`src/bspl_pkg.sv`:
```
// Shared types and constants for the BSP point locate block.
// Used by bspl_ctrl, bspl_dp and bsp_point_locate_core; no dependencies.
package bspl_pkg;

   localparam int NODE_DEPTH = 4096;
   localparam int MAX_HOPS   = 64;
   localparam int NODE_AW    = $clog2(NODE_DEPTH);
   localparam int HOP_W      = $clog2(MAX_HOPS + 1);
   localparam int COUNT_W    = 13;
   localparam int LINK_W     = 16;
   localparam int SUB_W      = 15;
   localparam int COORD_W    = 16;

   localparam logic MODE_WRITE  = 1'b0;
   localparam logic MODE_LOCATE = 1'b1;

   typedef enum logic [2:0] {
      ST_IDLE,
      ST_CHECK,
      ST_FETCH,
      ST_CROSS,
      ST_DONE
   } bspl_state_type;

   typedef struct packed {
      logic write_node;
      logic load_root;
      logic fetch;
      logic latch_prod;
      logic step;
      logic finish_hit;
      logic finish_fail;
      logic finish_empty;
   } bspl_cmd_type;

   typedef struct packed {
      logic empty;
      logic is_leaf;
      logic bad_node;
      logic hop_limit;
   } bspl_status_type;

endpackage

```
`src/bspl_ctrl.sv`:
```
// Walk controller for the BSP point locate block: sequences node reads and side tests.
// Depends on bspl_pkg for the state and command/status types.
module bspl_ctrl
   import bspl_pkg::*;
(
   input  logic            clock,
   input  logic            reset,
   input  logic            start,
   input  logic            req_mode,
   input  bspl_status_type status,
   output bspl_cmd_type    cmd,
   output logic            busy,
   output logic            rsp_valid
);

   bspl_state_type state_ff;
   bspl_state_type state_in;

   always_ff @(posedge clock) begin
      if (reset) begin
         state_ff <= ST_IDLE;
      end else begin
         state_ff <= state_in;
      end
   end

   always_comb begin
      state_in = state_ff;
      case (state_ff)
         ST_IDLE: begin
            if (start && req_mode == MODE_LOCATE) begin
               state_in = status.empty ? ST_DONE : ST_CHECK;
            end
         end
         ST_CHECK: begin
            if (status.is_leaf || status.bad_node || status.hop_limit) begin
               state_in = ST_DONE;
            end else begin
               state_in = ST_FETCH;
            end
         end
         ST_FETCH: state_in = ST_CROSS;
         ST_CROSS: state_in = ST_CHECK;
         ST_DONE:  state_in = ST_IDLE;
         default:  state_in = ST_IDLE;
      endcase
   end

   always_comb begin
      cmd       = '0;
      busy      = 1'b1;
      rsp_valid = 1'b0;
      case (state_ff)
         ST_IDLE: begin
            busy = 1'b0;
            if (start && req_mode == MODE_WRITE) begin
               cmd.write_node = 1'b1;
            end
            if (start && req_mode == MODE_LOCATE) begin
               cmd.load_root    = !status.empty;
               cmd.finish_empty = status.empty;
            end
         end
         ST_CHECK: begin
            if (status.is_leaf) begin
               cmd.finish_hit = 1'b1;
            end else if (status.bad_node || status.hop_limit) begin
               cmd.finish_fail = 1'b1;
            end else begin
               cmd.fetch = 1'b1;
            end
         end
         ST_FETCH: cmd.latch_prod = 1'b1;
         ST_CROSS: cmd.step = 1'b1;
         ST_DONE:  rsp_valid = 1'b1;
         default: begin
            busy = 1'b1;
         end
      endcase
   end

   a_rsp_single: assert property (@(posedge clock) disable iff (reset)
      rsp_valid |=> !rsp_valid)
      else $error("result strobe held longer than one cycle");

   a_fetch_then_cross: assert property (@(posedge clock) disable iff (reset)
      (state_ff == ST_FETCH) |=> (state_ff == ST_CROSS))
      else $error("node read not followed by side test");

   a_fail_ends_walk: assert property (@(posedge clock) disable iff (reset)
      (state_ff == ST_CHECK && !status.is_leaf && (status.bad_node || status.hop_limit))
      |=> (state_ff == ST_DONE))
      else $error("failed walk did not terminate");

   a_start_when_busy: assert property (@(posedge clock) disable iff (reset)
      (state_ff == ST_IDLE && start && req_mode == MODE_LOCATE) |=> busy)
      else $error("locate item accepted but block not busy");

endmodule

```
`config.mk`:
```
export PLATFORM = sky130hd
export DESIGN_NAME = bspl_ctrl
export DESIGN_NICKNAME = d
export VERILOG_FILES = /design/src/bspl_pkg.sv /design/src/bspl_ctrl.sv
export SDC_FILE = /design/constraint.sdc
export NUM_CORES = 1
export LEC_CHECK = 0
export BUFFER_PORTS_ARGS = -buffer_cell sky130_fd_sc_hd__buf_2
export CORE_AREA = 2 2 39 41
export CTS_CLUSTER_SIZE = 40
export DETAILED_ROUTE_END_ITERATION = 10
export DIE_AREA = 0 0 41 43
export GPL_TIMING_DRIVEN = 1
export HOLD_SLACK_MARGIN = 0.12
export REMOVE_ABC_BUFFERS = 1
export SYNTH_ARGS = -nofsm -noshare
export SYNTH_HDL_FRONTEND = slang
export SYNTH_SLANG_ARGS = --single-unit
```
`constraint.sdc`:
```
create_clock -name clock -period 1.7 [get_ports clock]
set_input_delay 0.17 -clock clock [delete_from_list [all_inputs] [get_ports clock]]
set_output_delay 0.17 -clock clock [all_outputs]
set_load 0.01 [all_outputs]
```
==> results of run 1 <==
-- cell type report --
class	instances	area, µm²	area share, %
Multi-Input combinational cell	24	175.2	47.14
Inverter	1	3.754	1.010
Tap cell	16	20.02	5.387
Clock buffer	4	26.28	7.071
Timing Repair Buffer	17	85.08	22.90
Sequential cell	3	61.31	16.50
-- where the power goes --
| group | internal [mW] | switching [mW] | total [mW] |
|---|---|---|---|
| registers | 0.0728 | 0.00359 | 0.0764 |
| logic | 0.0216 | 0.0219 | 0.0435 |
| clock network | 0.0878 | 0.0351 | 0.123 |
-- logic make-up after synthesis --
kind of cell           count (synthesis)
buffers and inverters                  2
AO/OA/AOI/OAI                          4
flip-flops                             3
AND/OR/NAND/NOR                       20
-- worst max path at each step --
stage / to / slack (ns)
2_1_floorplan: cmd[1] / 0.47
3_3_place_gp: cmd[1] / 0.35
3_5_place_dp: cmd[1] / 0.35
4_1_cts: cmd[1] / 0.08
5_1_grt: cmd[1] / 0.08
6_report: cmd[1] / 0.19
-- synth_stat cells, drive strengths merged --
cell type / number
inv: 1
or3b: 1
nor2: 4
nor4bb: 1
and3b: 1
nand2: 1
a311oi: 1
nor4b: 1
nor3b: 3
dfxtp: 3
buf: 1
nor3: 3
a31oi: 1
o21a: 1
nand3: 1
nor2b: 2
a22o: 1
or3: 2
-- worst reg2reg max path, stage by stage, from the launching register on --
cell                       delay (ns)
sky130_fd_sc_hd__dfxtp_1         0.36
sky130_fd_sc_hd__or3_1           0.38
sky130_fd_sc_hd__a311oi_1        0.24
-- per-layer routing --
layer  global-route usage (%)  up-vias
met5                        0        -
met3                    3.141        0
met4                    8.000        0
met2                    10.94       14
li1                         -      149
met1                    10.61      126
==> run summary, run 1 <==
The number of instances on the worst hold path was 3. The worst path needs 1.507 ns of the cycle, external delays included. Start point of the worst hold path: reset. The kind of cell with the highest combined delay along the critical path is simple AND/OR/NAND/NOR gates. The area share of the largest cell type after synthesis came out at 24.00%. By area, the combinational part of the netlist is dominated by simple AND/OR/NAND/NOR gates. The latest clock arrival within the worst-skew pair is 0.23 ns, and the final net count is 58. The number of vias after detailed routing was 289. The worst hold path belongs to the class in2reg. The tools report the total number of H-tree levels as 1. The cell type of the slowest stage on the worst timing path is sky130_fd_sc_hd__or3b_1. In the layout the commonest cells are 17 x sky130_fd_sc_hd__buf_2, 4 x sky130_fd_sc_hd__nor2_1, 3 x sky130_fd_sc_hd__clkbuf_4.

TritonCTS built the clock tree. For this configuration, the core starts out at a cell density of 18.08%. Hold repair after CTS inserted 0 buffers. Yosys attributes the largest share of cell area to sky130_fd_sc_hd__dfxtp_1 24%, sky130_fd_sc_hd__nor3_2 8.0%, sky130_fd_sc_hd__nor2_1 6.0%, sky130_fd_sc_hd__nor3b_1 6.0%, sky130_fd_sc_hd__nor2b_1 5.0%. In the final routing, the length of wire on met1 measures 263 µm.

The final worst-path cycle share came out at 88.66%. The largest total area in the synthesized netlist belongs to sky130_fd_sc_hd__dfxtp_1. The total length of routed met3 wires is 50 µm, and the complex-gate fraction of the synthesized area is 12.50%.

After synthesis, the netlist uses 21 different library cells. The data arrival at the endpoint of the critical path was 1.34 ns; the number of antenna cells inserted was 0. Along the worst path, the maximum fanout reaches 10. OpenSTA, run right after detailed placement, puts the worst setup slack at 0.3488 ns. Total power for the finished layout comes to 242.9 µW. The run gives 0 ns as the final-layout setup total negative slack. The die area came out at 1763 µm². The capture endpoint of the worst hold path is state_ff[0]$_SDFFE_PP0P_. The logs give 0.0004547 ns for the setup clock skew after layout and 0 for the count of endpoints failing setup in the final report.

The placeable core region is 1384 µm², and the number of standard cells after synthesis is 29. Setup slack closes at 0.1928 ns. Length in cells of the worst reg-to-reg path: 2. The final number of max-transition violations came out at 0.

The number of buffers added on ports came out at 17. Clock tree synthesis inserted a total of 3 buffers. Of the post-synthesis cell area, the part taken by muxes is 0%. The die outline width works out to 41 µm. The logs give 663.5 MHz for the maximum clock frequency and 266 for the number of global-route vias before repair. The run finished with clean final reports. The utilization after layout is 26.85%. Traced cell by cell, the critical path runs through or3b_1, nor3_2, buf_2. Fill cells in the final layout number 162. The logs give 0 for the number of setup buffers added after CTS and 0.7118 for the routability congestion estimate. The stage delay of the slowest cell on the critical path works out to 0.41 ns. The tools report the wire length of the first global-routing pass as 1007 µm. The mean routed wirelength per cell is 9.138 µm.

The sort of element at the end of the critical path was a primary output. For the design area, the log shows 371.6 µm². The detailed router used layers up to and including met3. The count of cells in the finished layout, fillers not included, comes to 65. Of the cells placed in the final design, the portion with a size suffix greater than 1 is 53.06%. The synthesis-to-finish area growth came out at 48.50%. After global routing the overflow that remains totals 0.

The most critical setup path has its startpoint at state_ff[0]$_SDFFE_PP0P_. The maximum buffer depth of the clock tree was 2. The cell at the root of the clock tree was sky130_fd_sc_hd__clkbuf_4.

The synthesized netlist devotes 57.50% of its cell area to simple gates. At the pin with the least slew margin, the transition time is 0.2556 ns. The combined buffer and inverter count along the critical path was 1; the data required time at the worst endpoint was 1.53 ns. The run gives 82.72% as the relative slew slack. Setup repair after global routing left no endpoint under its margin. The first-pass iteration count of the detailed router is 3. In the detailed route, the total length drawn on met2 is 279 µm. The run gives 0.2157 ns as the worst hold slack. Yosys printed 0 warnings. The register with the most flip-flops was state_ff.

Kind of launch point of the worst setup path: a register. In this run the critical register-to-register path is captured at state_ff[2]$_SDFFE_PP0P_. Clock-pin slew was measured on the worst setup and hold paths at 0.04 ns. The register with the most flip-flops in the layout has 3 of them.

The worst register-to-register path has a setup slack of 0.62 ns. The tools report the number of antenna violations at the first check in global routing as 0. From bottom edge to top edge, the die measures 43 µm. The critical path depth in cells was 3.

After detailed routing, the number of remaining DRC violations is 0. Across every metal layer, demand over resource in global routing totals 8.635%. The number of top-level pins was 18; the count of state elements after synthesis was 3. The number of clock sinks is 3. The XOR/XNOR share of the synthesized area is 0%.

The synthesized netlist devotes 0% of its cell area to adder and majority cells. Commonest non-fill, non-tap cell in the layout: sky130_fd_sc_hd__buf_2. Static leakage power: 0.1852 nW. For the number of gates given a new drive strength after cts, the log shows 0. Once placement finished, the instance area stood at 344.1 µm². Max-cap violations in this run came to 0. In the routed layout, each cell is associated on average with a via count of 4.446.

In this run the remaining antenna-violating nets after routing total 0. The worst setup path is of the reg2out kind. In the final layout, the registers with the most flip-flops are state_ff (3). The logs give 14 for the total number of placement rows and 163.3 µV for the peak ir drop on the vdd network. Power density over cell area: 653.6 nW/µm². The number of violations reported at the end of detailed-routing iteration 0 was 2.

The sequential fraction of the synthesis area is 24.00%, and the synthesized area divided by synthesized cell count is 8.629 µm². The sum of routed wire length over all layers was 594 µm; the number of cells in the design after placement was 61. The tools report the cell area after synthesis as 250.2 µm².

The number of endpoints with negative hold slack in the final report is 0. The source of the worst register-to-register timing path is state_ff[2]$_SDFFE_PP0P_. Entering global routing, the biggest net connects 11 pins.
(Power assumes the default switching activity.)
==> inputs of run 2 (changes only) <==
--- a/config.mk
+++ b/config.mk
@@ -7,6 +7,7 @@
 export LEC_CHECK = 0
 export BUFFER_PORTS_ARGS = -buffer_cell sky130_fd_sc_hd__buf_2
 export CORE_AREA = 2 2 39 41
+export CTS_BUF_LIST = sky130_fd_sc_hd__clkbuf_16
 export CTS_CLUSTER_SIZE = 40
 export DETAILED_ROUTE_END_ITERATION = 10
 export DIE_AREA = 0 0 41 43
==> run summary, run 2 (same netlist as run 1, synthesis figures left out) <==
The static leakage power was 0.2125 nW (was 0.1852 nW); the mean routed wirelength per cell was 9.831 µm (was 9.138 µm). For the latest clock arrival within the worst-skew pair, the log shows 0.22 ns (was 0.23 ns). The logs give 0 (unchanged) for the number of DRC violations after detailed routing and 58 (unchanged) for the final net count.

The relative slew slack was 80.59% (was 82.72%). The die outline width came out at 41 µm (unchanged). The height of the chip is 43 µm (unchanged). The data arrival at the endpoint of the critical path is 1.33 ns (was 1.34 ns), and the setup clock skew after layout is 0.001230 ns (was 0.0004547 ns). The share of cells above drive strength 1 was 53.06% (unchanged). The tools report the number of antenna violations at the first check in global routing as 0 (unchanged). The number of vias per cell came out at 4.523 (was 4.446). The tools report the maximum number of pins on one net before global-route repair as 11 (unchanged). The tools report the design area as 424.2 µm² (was 371.6 µm²).

The flip-flop count of the largest register after layout is 3 (unchanged). The tools report the wire length of the first global-routing pass as 1090 µm (was 1007 µm). The start point of the worst hold path is reset (unchanged). The run gives 9.237% (was 8.635%) as the all-layer global routing usage. The run gives 0 ns (unchanged) as the final-layout setup total negative slack. The flow ran to the end, and the final reports show no timing, DRC or antenna violations. The maximum clock frequency is 666.7 MHz (was 663.5 MHz), and the clock-pin transition on the worst setup and hold timing paths is 0.03 ns (was 0.04 ns). The total global routing overflow is 0 (unchanged). Source of the worst register-to-register timing path: state_ff[2]$_SDFFE_PP0P_ (unchanged). The placeable core region was 1384 µm² (unchanged). The data required time at the worst endpoint was 1.53 ns (about the same); the number of vias after detailed routing was 294 (was 289).

Kind of launch point of the worst setup path: a register (unchanged). TritonCTS built the clock tree. The total number of placement rows is 14 (unchanged). The number of violations reported at the end of detailed-routing iteration 0 came out at 2 (unchanged). The number of setup buffers added after CTS was 0 (unchanged); the sum of routed wire length over all layers was 639 µm (was 594 µm). The peak ir drop on the vdd network came out at 374.9 µV (was 163.3 µV). Synthesis-to-finish area growth: 69.50% (was 48.50%). The tools report the count of nets left with antenna violations after detail routing as 0 (unchanged). Path category of the worst min-delay check: in2reg (unchanged). The tools report the number of violations of the max-capacitance limit as 0 (unchanged). The number of global-route vias before repair was 276 (was 266).

The maximum buffer depth of the clock tree is 2 (unchanged). Top library cells by usage in the layout, fill and taps aside: 17 x sky130_fd_sc_hd__buf_2, 4 x sky130_fd_sc_hd__nor2_1, 3 x sky130_fd_sc_hd__clkbuf_16 (was 17 x sky130_fd_sc_hd__buf_2, 4 x sky130_fd_sc_hd__nor2_1, 3 x sky130_fd_sc_hd__clkbuf_4). The final number of max-transition violations came out at 0 (unchanged).

The starting density of the core was 18.08% (unchanged). The run gives 18 (unchanged) as the number of top-level pins. Register with the most flip-flops: state_ff (unchanged).

For the number of clock sinks, the log shows 3 (unchanged). The run gives 344.1 µm² (unchanged) as the placed instance area. The worst hold slack came out at 0.2234 ns (was 0.2157 ns). The routability congestion estimate was 0.7118 (unchanged).

Sort of element at the end of the critical path: a primary output (unchanged). The largest driver fanout on the critical path was 10 (unchanged). For the power after layout, the log shows 487.8 µW (was 242.9 µW).

The count of endpoints failing setup in the final report was 0 (unchanged); the power density over cell area was 1150 nW/µm² (was 653.6 nW/µm²). For the number of antenna cells inserted, the log shows 0 (unchanged). The final critical delay including setup and external delays was 1.500 ns (was 1.507 ns).

The first element of the critical path was state_ff[0]$_SDFFE_PP0P_ (unchanged). The first-pass iteration count of the detailed router came out at 3 (unchanged). The cell at the root of the clock tree is sky130_fd_sc_hd__clkbuf_16 (was sky130_fd_sc_hd__clkbuf_4). The utilization after layout was 30.65% (was 26.85%). The number of fill cells in the layout was 161 (was 162). Number of endpoints with negative hold slack in the final report: 0 (unchanged). The tools report the die area as 1763 µm² (unchanged). Slew at the pin closest to its max-slew limit: 0.2872 ns (was 0.2556 ns). Registers with the most flip-flops: state_ff (3) (unchanged). The final worst-path cycle share was 88.23% (was 88.66%); the total clock buffers created by CTS was 3 (unchanged). Setup repair after global routing left no endpoint under its margin.

Path type of the worst setup path: reg2out (unchanged). The commonest non-fill, non-tap cell in the layout is sky130_fd_sc_hd__buf_2 (unchanged). The total number of H-tree levels came out at 1 (unchanged). The number of buffers added on ports was 17 (unchanged).
## run 2: cell types whose count changed in the layout (fill, tap and decap cells not counted)
cell | before | now
sky130_fd_sc_hd__inv_1 | 1 | 2
sky130_fd_sc_hd__clkbuf_16 | 0 | 3
sky130_fd_sc_hd__clkbuf_4 | 3 | 0
sky130_fd_sc_hd__clkbuf_1 | 1 | 0
## run 2: timing repair
action / CTS / global route
hold buffers: 0 / 0
setup endpoints to repair: 0 / 1
gates resized for setup: 0 / 1
## run 2: cell type report
| cell class | count | area [µm²] | share of cell area (%) |
|---|---|---|---|
| timing repair buffer | 17 | 85.08 | 20.06 |
| sequential | 3 | 61.31 | 14.45 |
| tap | 16 | 20.02 | 4.720 |
| clock buffer | 3 | 75.07 | 17.70 |
| clock inverter | 1 | 3.754 | 0.8850 |
| multi-input combinational | 24 | 175.2 | 41.30 |
| inverter | 1 | 3.754 | 0.8850 |
## run 2: path summary, 6_finish.rpt
kind,endpoint,slack (ns),cells past startpoint
worst max-delay path,cmd[1],0.20,3
worst min-delay path,state_ff[0]$_SDFFE_PP0P_,0.22,3
worst max register to register,state_ff[2]$_SDFFE_PP0P_,0.63,2
worst min register to register,state_ff[2]$_SDFFE_PP0P_,0.55,1
## run 2: layer usage
metal,GRT usage (%),part of all wire (%),vias to the layer above
met3,4.712,8.9,2
met2,11.56,46,17
met5,0,0,-
li1,-,-,147
met4,6.000,2.0,0
met1,11.90,43,128
## run 2: per-stage QoR
step | std cells | worst slack (ns)
2_1_floorplan | 28 | 0.4704
3_3_place_gp | 61 | 0.3535
3_5_place_dp | 61 | 0.3488
4_1_cts | 65 | 0.09784
5_1_grt | 65 | 0.1004
6_report | 65 | 0.2001
## run 2: worst max-delay path: stages (launching register included)
cell,delay (ns)
sky130_fd_sc_hd__dfxtp_2,0.39
sky130_fd_sc_hd__or3b_1,0.41
sky130_fd_sc_hd__nor3_2,0.15
sky130_fd_sc_hd__buf_2,0.14
## run 2: power by group
part | total, mW | switching (mW) | internal [mW]
combinational | 0.0439 | 0.0222 | 0.0216
sequential | 0.0764 | 0.00349 | 0.0729
clock | 0.368 | 0.0642 | 0.303
total | 0.488 | 0.0900 | 0.398
==> inputs of run 3 (changes only) <==
--- a/config.mk
+++ b/config.mk
@@ -5,6 +5,7 @@
 export SDC_FILE = /design/constraint.sdc
 export NUM_CORES = 1
 export LEC_CHECK = 0
+export ABC_AREA = 1
 export BUFFER_PORTS_ARGS = -buffer_cell sky130_fd_sc_hd__buf_2
 export CORE_AREA = 2 2 39 41
 export CTS_BUF_LIST = sky130_fd_sc_hd__clkbuf_16
@@ -14,6 +15,7 @@
 export GPL_TIMING_DRIVEN = 1
 export HOLD_SLACK_MARGIN = 0.12
 export REMOVE_ABC_BUFFERS = 1
+export SLEW_MARGIN = 5
 export SYNTH_ARGS = -nofsm -noshare
 export SYNTH_HDL_FRONTEND = slang
 export SYNTH_SLANG_ARGS = --single-unit
==> run summary, run 3 <==
Synthesized area divided by synthesized cell count: 5.524 µm² (was 8.629 µm²). The mux share of post-synthesis cell area came out at 0% (unchanged). The source of the worst register-to-register timing path is state_ff[2]$_SDFFE_PP0P_ (unchanged). The logs give 0 (unchanged) for the count of endpoints failing setup in the final report and 0.2506 nW (was 0.2125 nW) for the static leakage power. The power after layout was 501.8 µW (was 487.8 µW). The number of distinct library cell variants in the gate-level netlist after synthesis was 11 (was 21).

The all-layer global routing usage was 8.317% (was 9.237%). The number of global-route vias before repair came out at 276 (unchanged). The run gives 756.6 MHz (was 666.7 MHz) as the maximum clock frequency. Number of DRC violations after detailed routing: 0 (unchanged). Number of gates given a new drive strength after cts: 0 (unchanged).

For the maximum buffer depth of the clock tree, the log shows 2 (unchanged). The tools report the total global routing overflow as 0 (unchanged). Top library cells by usage in the layout, fill and taps aside: 17 x sky130_fd_sc_hd__buf_2, 11 x sky130_fd_sc_hd__nand2_1, 8 x sky130_fd_sc_hd__inv_1, 8 x sky130_fd_sc_hd__nor2_1, 4 x sky130_fd_sc_hd__nand3_1 (was 17 x sky130_fd_sc_hd__buf_2, 4 x sky130_fd_sc_hd__nor2_1, 3 x sky130_fd_sc_hd__clkbuf_16).

The placeable core region was 1384 µm² (unchanged); the count of nets left with antenna violations after detail routing was 0 (unchanged). The sum of routed wire length over all layers is 595 µm (was 639 µm). The number of clock sinks was 3 (unchanged); the slew at the pin closest to its max-slew limit was 0.1890 ns (was 0.2872 ns).

The number of vias after detailed routing was 304 (was 294). The path category of the worst min-delay check was in2reg (unchanged). The synthesis warning total was 0 (unchanged); the flip-flop count of the largest register after layout was 3 (unchanged). The total clock buffers created by CTS came out at 3 (unchanged).

Sort of element at the end of the critical path: a primary output (unchanged). The mean routed wirelength per cell works out to 7.628 µm (was 9.831 µm). The commonest non-fill, non-tap cell in the layout was sky130_fd_sc_hd__buf_2 (unchanged). The library cell with the highest instance count after synthesis was sky130_fd_sc_hd__nand2_1 (was sky130_fd_sc_hd__nor2_1). The total number of placement rows came out at 14 (unchanged). The cell at the root of the clock tree was sky130_fd_sc_hd__clkbuf_16 (unchanged).

The power density over cell area works out to 1223 nW/µm² (was 1150 nW/µm²). The area share of the largest cell type after synthesis is 26.52% (was 24.00%), and the number of antenna cells inserted is 0 (unchanged). The tools report the cell area after synthesis as 226.5 µm² (was 250.2 µm²). The length in cells of the worst reg-to-reg path was 5 (was 2); the complex-gate fraction of the synthesized area was 4.420% (was 12.50%). The number of violations of the max-capacitance limit was 0 (unchanged); the largest driver fanout on the critical path was 8 (was 10). Height of the chip: 43 µm (unchanged).

The maximum number of pins on one net before global-route repair is 9 (was 11). The tools report the first element of the critical path as state_ff[2]$_SDFFE_PP0P_ (was state_ff[0]$_SDFFE_PP0P_). The peak ir drop on the vdd network came out at 607.8 µV (was 374.9 µV). The final critical delay including setup and external delays was 1.322 ns (was 1.500 ns). The tools report the data arrival at the endpoint of the critical path as 1.15 ns (was 1.33 ns). The top flip-flop cell by instance count after synthesis was sky130_fd_sc_hd__dfxtp_1 (unchanged). The number of endpoints with negative hold slack in the final report is 0 (unchanged), and the number of top-level pins is 18 (unchanged). The count of state elements after synthesis was 3 (unchanged); the number of antenna violations at the first check in global routing was 0 (unchanged).

The final number of max-transition violations is 0 (unchanged). The die area is 1763 µm² (unchanged), and the share of cells above drive strength 1 is 38.71% (was 53.06%). The clock-pin transition on the worst setup and hold timing paths was 0.03 ns (about the same).

Top area cells in the synthesized netlist: sky130_fd_sc_hd__dfxtp_1 27%, sky130_fd_sc_hd__nand2_1 18%, sky130_fd_sc_hd__nor2_1 13%, sky130_fd_sc_hd__inv_1 12%, sky130_fd_sc_hd__nand3_1 8.8% (was sky130_fd_sc_hd__dfxtp_1 24%, sky130_fd_sc_hd__nor3_2 8.0%, sky130_fd_sc_hd__nor2_1 6.0%, sky130_fd_sc_hd__nor3b_1 6.0%, sky130_fd_sc_hd__nor2b_1 5.0%). The latest clock arrival within the worst-skew pair is 0.22 ns (about the same), and the routability congestion estimate is 0.7001 (was 0.7118). Final net count: 71 (was 58). Registers with the most flip-flops: state_ff (3) (unchanged). The utilization after layout is 29.66% (was 30.65%), and the die outline width is 41 µm (unchanged). TritonCTS built the clock tree. The total number of H-tree levels came out at 1 (unchanged). Number of violations reported at the end of detailed-routing iteration 0: 1 (was 2). Path type of the worst setup path: reg2out (unchanged). The final worst-path cycle share was 77.75% (was 88.23%); the post-synthesis share of cell area spent on and, or, nand and nor gates was 55.80% (was 57.50%).

The run gives 1.53 ns (about the same) as the data required time at the worst endpoint. For the number of standard cells after synthesis, the log shows 41 (was 29). Setup repair after global routing left no endpoint under its margin. The XOR/XNOR share of the synthesized area was 0% (unchanged).

The dominant combinational cell family by area after synthesis was simple AND/OR/NAND/NOR gates (unchanged). The starting density of the core was 16.37% (was 18.08%); the number of buffers added on ports was 17 (unchanged). The tools report the start point of the worst hold path as reset (unchanged). After legalization and detailed placement, the total HPWL measured 518.2 µm. The number of vias per cell works out to 3.897 (was 4.523).

The number of instances on the worst hold path came out at 2 (was 3). The number of buffers inserted for hold repair after clock tree synthesis was 0 (unchanged); the number of setup buffers added after CTS was 0 (unchanged). Area share of fa/ha/maj cells after synthesis: 0% (unchanged). The wire length of the first global-routing pass came out at 993 µm (was 1090 µm).

The post-synthesis async set-or-reset flop share is 0% (unchanged). Biggest area consumer among synthesized cells: sky130_fd_sc_hd__dfxtp_1 (unchanged). List of most frequent post-synthesis cells: 11 x sky130_fd_sc_hd__nand2_1, 8 x sky130_fd_sc_hd__nor2_1, 7 x sky130_fd_sc_hd__inv_1, 4 x sky130_fd_sc_hd__nand3_1, 3 x sky130_fd_sc_hd__dfxtp_1 (was 4 x sky130_fd_sc_hd__nor2_1, 3 x sky130_fd_sc_hd__dfxtp_1, 2 x sky130_fd_sc_hd__nor2b_1, 2 x sky130_fd_sc_hd__nor3_2, 2 x sky130_fd_sc_hd__nor3b_1). For the sequential fraction of the synthesis area, the log shows 26.52% (was 24.00%). The relative slew slack came out at 87.38% (was 80.59%).

The kind of launch point of the worst setup path is a register (unchanged). For the final-layout setup total negative slack, the log shows 0 ns (unchanged). Register with the most flip-flops: state_ff (unchanged).

The synthesis-to-finish area growth is 81.22% (was 69.50%), and the number of synthesized flops with an enable pin is 0 (unchanged). The first-pass iteration count of the detailed router came out at 2 (was 3). The setup clock skew after layout was 0.00005707 ns (was 0.001230 ns). The run finished with clean final reports.
==> run 3: cell type report <==
| type | instances | area, µm² |
|---|---|---|
| fill | 154 | 973.4 |
| timing repair buffer | 17 | 85.08 |
| inverter | 8 | 30.03 |
| clock buffer | 3 | 75.07 |
| clock inverter | 1 | 3.754 |
| sequential | 3 | 60.06 |
| tap | 16 | 20.02 |
| multi-input combinational | 30 | 136.4 |
==> run 3: through the flow <==
stage | hold slack (ns) | std cells | setup WS [ns] | cell area (µm²)
2_1_floorplan | 0.2391 | 41 | 0.6079 | 226.5
3_3_place_gp | 0.3686 | 74 | 0.6128 | 331.6
3_5_place_dp | 0.3621 | 74 | 0.5969 | 331.6
4_1_cts | 0.1317 | 78 | 0.3618 | 410.4
5_1_grt | 0.1377 | 78 | 0.2467 | 410.4
6_report | 0.1338 | 78 | 0.3783 | 410.4
==> run 3: final timing paths <==
| check | endpoint | slack (ns) |
|---|---|---|
| setup / recovery | cmd[1] | 0.38 |
| hold / removal | state_ff[1]$_SDFFE_PP0P_ | 0.13 |
| setup reg to reg | state_ff[2]$_SDFFE_PP0P_ | 0.80 |
| hold reg to reg | state_ff[2]$_SDFFE_PP0P_ | 0.53 |
==> run 3: kinds of logic after synthesis <==
logic type / Yosys count
AOI/OAI and AO/OA: 2
buffers and inverters: 8
DFF: 3
and+or+nand+nor: 28
==> run 3: routing by layer <==
| layer | share of wire (%) | global-route usage (%) | routed length [µm] |
|---|---|---|---|
| met5 | 0 | 0 | 0 |
| met4 | 0 | 6.000 | 0 |
| met3 | 9.1 | 3.141 | 54 |
| met2 | 47 | 13.13 | 281 |
| met1 | 44 | 8.307 | 259 |
==> run 3: worst max-delay path, cell delays in order (launching register included) <==
cell	delay (ns)
sky130_fd_sc_hd__dfxtp_1	0.31
sky130_fd_sc_hd__inv_2	0.11
sky130_fd_sc_hd__nand2_1	0.07
sky130_fd_sc_hd__nor2_2	0.13
sky130_fd_sc_hd__inv_1	0.08
sky130_fd_sc_hd__nor3_2	0.09
sky130_fd_sc_hd__buf_2	0.14
==> run 3: power breakdown <==
| group | total, mW | leakage, nW | internal [mW] | switching, mW |
|---|---|---|---|---|
| sequential | 0.0770 | 0.0244 | 0.0742 | 0.00278 |
| clock | 0.365 | 0.0423 | 0.303 | 0.0621 |
| combinational | 0.0596 | 0.184 | 0.0246 | 0.0350 |
| total | 0.502 | 0.251 | 0.402 | 0.0999 |
